$ cat src/sv/qrs_pkg.sv
// shared types and constants for the quadratic root solver
`default_nettype none

package qrs_pkg;

    // coefficient and result widths
    localparam int COEF_W   = 16;
    localparam int OUT_W    = 32;
    localparam int OUT_FRAC = 16;

    // internal widths derived from the coefficient width
    localparam int PROD_W    = 2 * COEF_W;
    localparam int DISC_W    = 2 * COEF_W + 1;
    localparam int SQ_IN_W   = DISC_W + (DISC_W % 2);
    localparam int SQ_ROOT_W = SQ_IN_W / 2;
    localparam int MAG_W     = COEF_W + 2;
    localparam int NUM_W     = MAG_W + 1;
    localparam int DEN_W     = COEF_W + 1;
    localparam int DIVD_W    = MAG_W + OUT_FRAC;
    localparam int Q_W       = DIVD_W;

    // root kind codes
    localparam logic [1:0] KIND_DISTINCT = 2'd0;
    localparam logic [1:0] KIND_REPEATED = 2'd1;
    localparam logic [1:0] KIND_COMPLEX  = 2'd2;
    localparam logic [1:0] KIND_A_ZERO   = 2'd3;

    typedef struct packed {
        logic signed [COEF_W-1:0] coef_a;
        logic signed [COEF_W-1:0] coef_b;
        logic signed [COEF_W-1:0] coef_c;
    } t_coef_in;

    typedef struct packed {
        logic [1:0]              root_kind;
        logic signed [OUT_W-1:0] first_value;
        logic signed [OUT_W-1:0] second_value;
        logic                    saturated;
    } t_root_out;

    // side data carried alongside the square root
    typedef struct packed {
        logic                   a_neg;
        logic                   a_zero;
        logic                   d_neg;
        logic                   d_zero;
        logic signed [COEF_W:0] nb;
        logic [COEF_W-1:0]      a_mag;
    } t_sq_side;

    // side data carried alongside the division
    typedef struct packed {
        logic [1:0] kind;
        logic       neg1;
        logic       neg2;
    } t_div_side;

endpackage

`default_nettype wire

$ cat src/sv/qrs_sqrt_pipe.sv
// pipelined integer square root, one root bit per stage
`default_nettype none

module qrs_sqrt_pipe
    import qrs_pkg::*;
#(
    parameter int SB_W = 1
) (
    input  logic                 i_clk,
    input  logic                 i_rst_n,
    input  logic                 i_valid,
    input  logic [SQ_IN_W-1:0]   i_radicand,
    input  logic [SB_W-1:0]      i_side,
    output logic                 o_valid,
    output logic [SQ_ROOT_W-1:0] o_root,
    output logic [SB_W-1:0]      o_side
);

    localparam int N     = SQ_ROOT_W;
    localparam int REM_W = SQ_ROOT_W + 3;

    logic                 r_v    [N];
    logic [SQ_IN_W-1:0]   r_x    [N];
    logic [REM_W-1:0]     r_rem  [N];
    logic [SQ_ROOT_W-1:0] r_root [N];
    logic [SB_W-1:0]      r_sd   [N];

    for (genvar g = 0; g < N; g++) begin : g_stage
        logic                 v_in;
        logic [SQ_IN_W-1:0]   x_in;
        logic [REM_W-1:0]     rem_in;
        logic [SQ_ROOT_W-1:0] root_in;
        logic [SB_W-1:0]      sd_in;
        logic [REM_W:0]       pend;
        logic [REM_W:0]       trial;

        if (g == 0) begin : g_first
            assign v_in    = i_valid;
            assign x_in    = i_radicand;
            assign rem_in  = '0;
            assign root_in = '0;
            assign sd_in   = i_side;
        end else begin : g_next
            assign v_in    = r_v[g-1];
            assign x_in    = r_x[g-1];
            assign rem_in  = r_rem[g-1];
            assign root_in = r_root[g-1];
            assign sd_in   = r_sd[g-1];
        end

        // bring down two radicand bits and form the trial subtrahend
        assign pend  = {rem_in[REM_W-2:0], x_in[SQ_IN_W-1 -: 2]};
        assign trial = {{(REM_W + 1 - SQ_ROOT_W - 2){1'b0}}, root_in, 2'b01};

        // valid bit
        always_ff @(posedge i_clk) begin
            if (!i_rst_n) begin
                r_v[g] <= 1'b0;
            end else begin
                r_v[g] <= v_in;
            end
        end

        // one root bit
        always_ff @(posedge i_clk) begin
            r_x[g]  <= x_in << 2;
            r_sd[g] <= sd_in;
            if (pend >= trial) begin
                r_rem[g]  <= REM_W'(pend - trial);
                r_root[g] <= {root_in[SQ_ROOT_W-2:0], 1'b1};
            end else begin
                r_rem[g]  <= pend[REM_W-1:0];
                r_root[g] <= {root_in[SQ_ROOT_W-2:0], 1'b0};
            end
        end
    end

    assign o_valid = r_v[N-1];
    assign o_root  = r_root[N-1];
    assign o_side  = r_sd[N-1];

endmodule

`default_nettype wire

$ cat config.mk
export PLATFORM = sky130hd
export DESIGN_NAME = qrs_sqrt_pipe
export DESIGN_NICKNAME = d
export VERILOG_FILES = /design/src/sv/qrs_pkg.sv /design/src/sv/qrs_sqrt_pipe.sv
export SDC_FILE = /design/constraint.sdc
export NUM_CORES = 1
export LEC_CHECK = 0
export BUFFER_PORTS_ARGS = -buffer_cell sky130_fd_sc_hd__buf_2
export CORE_MARGIN = 2
export CORE_UTILIZATION = 35
export DETAILED_ROUTE_END_ITERATION = 6
export PLACE_DENSITY = 0.56
export SYNTH_ARGS = -nofsm -noshare
export SYNTH_HDL_FRONTEND = slang
export SYNTH_SLANG_ARGS = --single-unit
$ cat constraint.sdc
create_clock -name i_clk -period 3.4 [get_ports i_clk]
set_clock_uncertainty 0.05 [all_clocks]
set_input_delay 0.17 -clock i_clk [delete_from_list [all_inputs] [get_ports i_clk]]
set_output_delay 0.17 -clock i_clk [all_outputs]
set_load 0.05 [all_outputs]
==> flow_metrics.py <==
metrics = {
    "logic_synthesis": {
        "syn_avg_cell_area_um2": 10.44,
        "synthXorXnorAreaFrac_pct": 7.269,
        "synth_top_area_share_pct": 56.74,
        "yosysTopAreaCell": "dfxtp_1",
        "ys_types": 68,
        "syn_area_um2": 26150,
        "synth_ff_type": "dfxtp_1",
        "synth-compound-area-share_pct": 10.39,
        "synth_top_family_by_area": "simple AND/OR/NAND/NOR gates",
        "synth_edf_count": 0,
        "yosys.area_share.simple_pct": 12.69,
        "synth_nets": 2713,
        "synth_fa_ha_area_share_pct": 8.183,
        "yosys-mux-area-fraction_pct": 1.177,
        "synth-seq-area-share_pct": 56.74,
        "syn-instance-count": 2504,
        "ys_ff_latch": 741,
        "async_reset_ff_share_pct": 0,
        "synth_area_leaders": "dfxtp_1, ha_1, xor2_1",
        "yosysWarnings": 0,
    },
    "timing": {
        "fmax_ghz": 0.3391,
        "hold_viol": 0,
        "holdWs_ns": 0.1355,
        "worstMarginPinSlew_ns": 0.8772,
        "slew_violations": 0,
        "setup_violations": 0,
        "min_period_over_period_pct": 86.75,
        "slew_headroom_pct": 41.39,
        "post-route-min-period_ns": 2.949,
        "rsz0062_at_grt": "false",
        "tns_ns": 0,
    },
    "critical_path": {
        "reg2reg_from": "r_root[13][0]$_DFF_P_",
        "arrival_ns": 3.39,
        "r2r_cells": 9,
        "crit_fanout": 30,
        "rr_endpoint": "r_rem[14][4]$_DFF_P_",
        "r2r_slack_ns": 0.45,
        "critPathLaunchType": "flop",
        "endpoint": "r_rem[14][4]$_DFF_P_",
        "crit_required_ns": 3.84,
        "crit_start": "r_root[13][0]$_DFF_P_",
        "path_class": "flop to flop",
        "end_kind": "flop",
    },
    "grt": {
        "antenna_found_initial": 0,
        "grt_max_degree": 31,
        "grt_first_pass_wirelength_mm": 81.81,
        "grt_use_total_pct": 12.69,
        "grt_pass1_vias": 17040,
        "grt_overflow_total": 0,
    },
    "floorplanning": {
        "io_pins": 57,
        "fp.dieW_um": 277.3,
        "core-area_um2": 74200,
        "die_h_um": 277.3,
        "row_count": 100,
        "dieArea_um2": 76900,
        "start_util_pct": 35.24,
    },
    "clock_tree": {
        "ctsResizeCount": 0,
        "cts_buffers": 76,
        "post_cts_buffers": 0,
        "cts_root_buffer": "clkbuf_16",
        "clkTransAtPathRegs_ns": 0.06,
        "cts.sinks": 741,
        "clockBufferDepth": 3,
        "clk_latency_ns": 0.61,
        "hold_buffers": 39,
        "h-tree-depth": 3,
        "cts_tree": "done",
    },
    "power_and_ir_drop": {
        "power.switching_mw": 6.294,
        "power_density_nw_per_um2": 755.0,
        "power.total_mw": 23.17,
        "power_leakage_nw": 14.09,
        "intPower_mw": 16.88,
        "power_switching_share_pct": 27.17,
        "seq_power_share_pct": 47.8,
        "max-vdd-ir-drop_uv": 390.3,
        "combPwrFrac_pct": 15.7,
        "power.share.clock_pct": 36.5,
    },
    "layout": {
        "utilization_pct": 41.36,
        "drive_gt1_share_pct": 9.188,
        "area_delta_synth_final_pct": 17.38,
        "layout.nets": 2871,
        "fin_area_um2": 30690,
        "n_fill_cell": 7107,
    },
    "worst_hold_path": {
        "whs_path_depth": 2,
        "hold_class": "primary input to flop",
    },
    "place": {
        "port_buffers": 56,
        "placed_cell_area_um2": 27690,
        "globalplace.congestion": 0.8660,
        "dp_hpwl_mm": 36.29,
    },
    "drt": {
        "dr.pass1.iters": 5,
        "antenna_left": 0,
        "via_per_inst": 4.677,
        "wl_per_cell_um": 13.15,
        "drc_errors": 0,
        "initialDrtViolationCount": 947,
        "vias": 17260,
        "wl_mm": 48.54,
    },
    "job": {
        "cap_violations": 0,
    },
    "status": {
        "status": "finished clean",
    },
}
-- cell families after synthesis --
group | count (synthesis)
multiplexers | 28
other | 1
XOR/XNOR | 217
buffers and inverters | 246
AND/OR/NAND/NOR | 660
flip-flops | 741
adder cells (fa/ha/maj) | 171
AO/OA/AOI/OAI | 440
-- per-stage QoR --
stage,setup slack (ns),cells
floorplan,0.5797,2504
global placement,0.4789,3514
detailed placement,0.4487,3514
CTS,0.4292,3690
global route,0.1649,3690
finish,0.4506,3691
-- power by group through the flow --
stage	clock (mW)	combinational, mW	sequential [mW]
after floorplan	0	2.85	11.0
after global placement	0	3.51	11.3
after detailed placement	0	3.59	11.3
after CTS	8.75	3.65	11.1
after global routing	9.12	4.13	11.2
final	8.46	3.64	11.1
-- cells in the mapped netlist (22+ instances only) --
cell type	number
xnor2_1	105
nor4_1	33
a21o_1	27
o21ai_0	123
mux2_2	22
nor3_1	66
inv_1	211
nand3_1	34
or3_1	29
ha_1	171
nor2b_1	23
nand2b_1	35
nand2_1	172
a21oi_1	135
nand4_1	23
nor2_1	153
o21a_1	28
xor2_1	112
clkbuf_1	30
dfxtp_1	741
and2_1	24
-- critical path, stage by stage, from the launching register on --
cell	delay, ns
dfxtp_1	0.38
inv_1	0.09
ha_1	0.35
o211ai_1	0.12
nand2_1	0.12
o41ai_1	0.09
buf_4	0.17
o221ai_1	0.38
a31o_2	0.66
mux2_2	0.40
-- registers in the layout, summed over array words and instances, names as in the netlist --
register  count
r_sd         17
r_root      153
r_x         272
r_rem       282
r_v          17
-- routing by layer --
| metal | GRT usage (%) | wire (µm) |
|---|---|---|
| met5 | 0 | 0 |
| met4 | 4.877 | 1209 |
| met3 | 2.384 | 2204 |
| met2 | 21.19 | 22340 |
| met1 | 16.23 | 22790 |
-- worst min path at each step --
stage | start | end | slack, ns
after CTS | i_radicand[24] | r_x[0][24]$_DFF_P_ | 0.09
final | i_radicand[24] | r_x[0][24]$_DFF_P_ | 0.14
after detailed placement | i_radicand[25] | r_x[0][25]$_DFF_P_ | 0.22
after global routing | i_radicand[13] | r_x[0][13]$_DFF_P_ | 0.12
after floorplan | i_side | r_sd[0][0]$_DFF_P_ | 0.15
after global placement | i_radicand[16] | r_x[0][16]$_DFF_P_ | 0.22
-- layout by cell type (no fill, tap or decap), types with 35 or more instances in the layout --
master,synthesis,final
nor2_1,153,153
nand2_1,172,172
dfxtp_1,741,741
ha_1,171,171
xor2_1,112,112
dlygate4sd3_1,0,39
inv_1,211,211
xnor2_1,105,105
nor3_1,66,66
a21oi_1,135,135
nand2b_1,35,35
buf_2,0,56
clkbuf_16,0,76
o21ai_0,123,123
-- final cells by class --
| type | instances | area [µm²] | share of cell area [%] |
|---|---|---|---|
| Tap cell | 969 | 1212 | 3.951 |
| Inverter | 213 | 799.5 | 2.605 |
| Sequential cell | 741 | 14830 | 48.34 |
| Timing Repair Buffer | 113 | 805.8 | 2.626 |
| Antenna cell | 1 | 2.502 | 0.008154 |
| Clock inverter | 40 | 496.7 | 1.619 |
| Multi-Input combinational cell | 1517 | 10430 | 33.97 |
| Clock buffer | 97 | 2111 | 6.878 |
(Power assumes the default switching activity.)
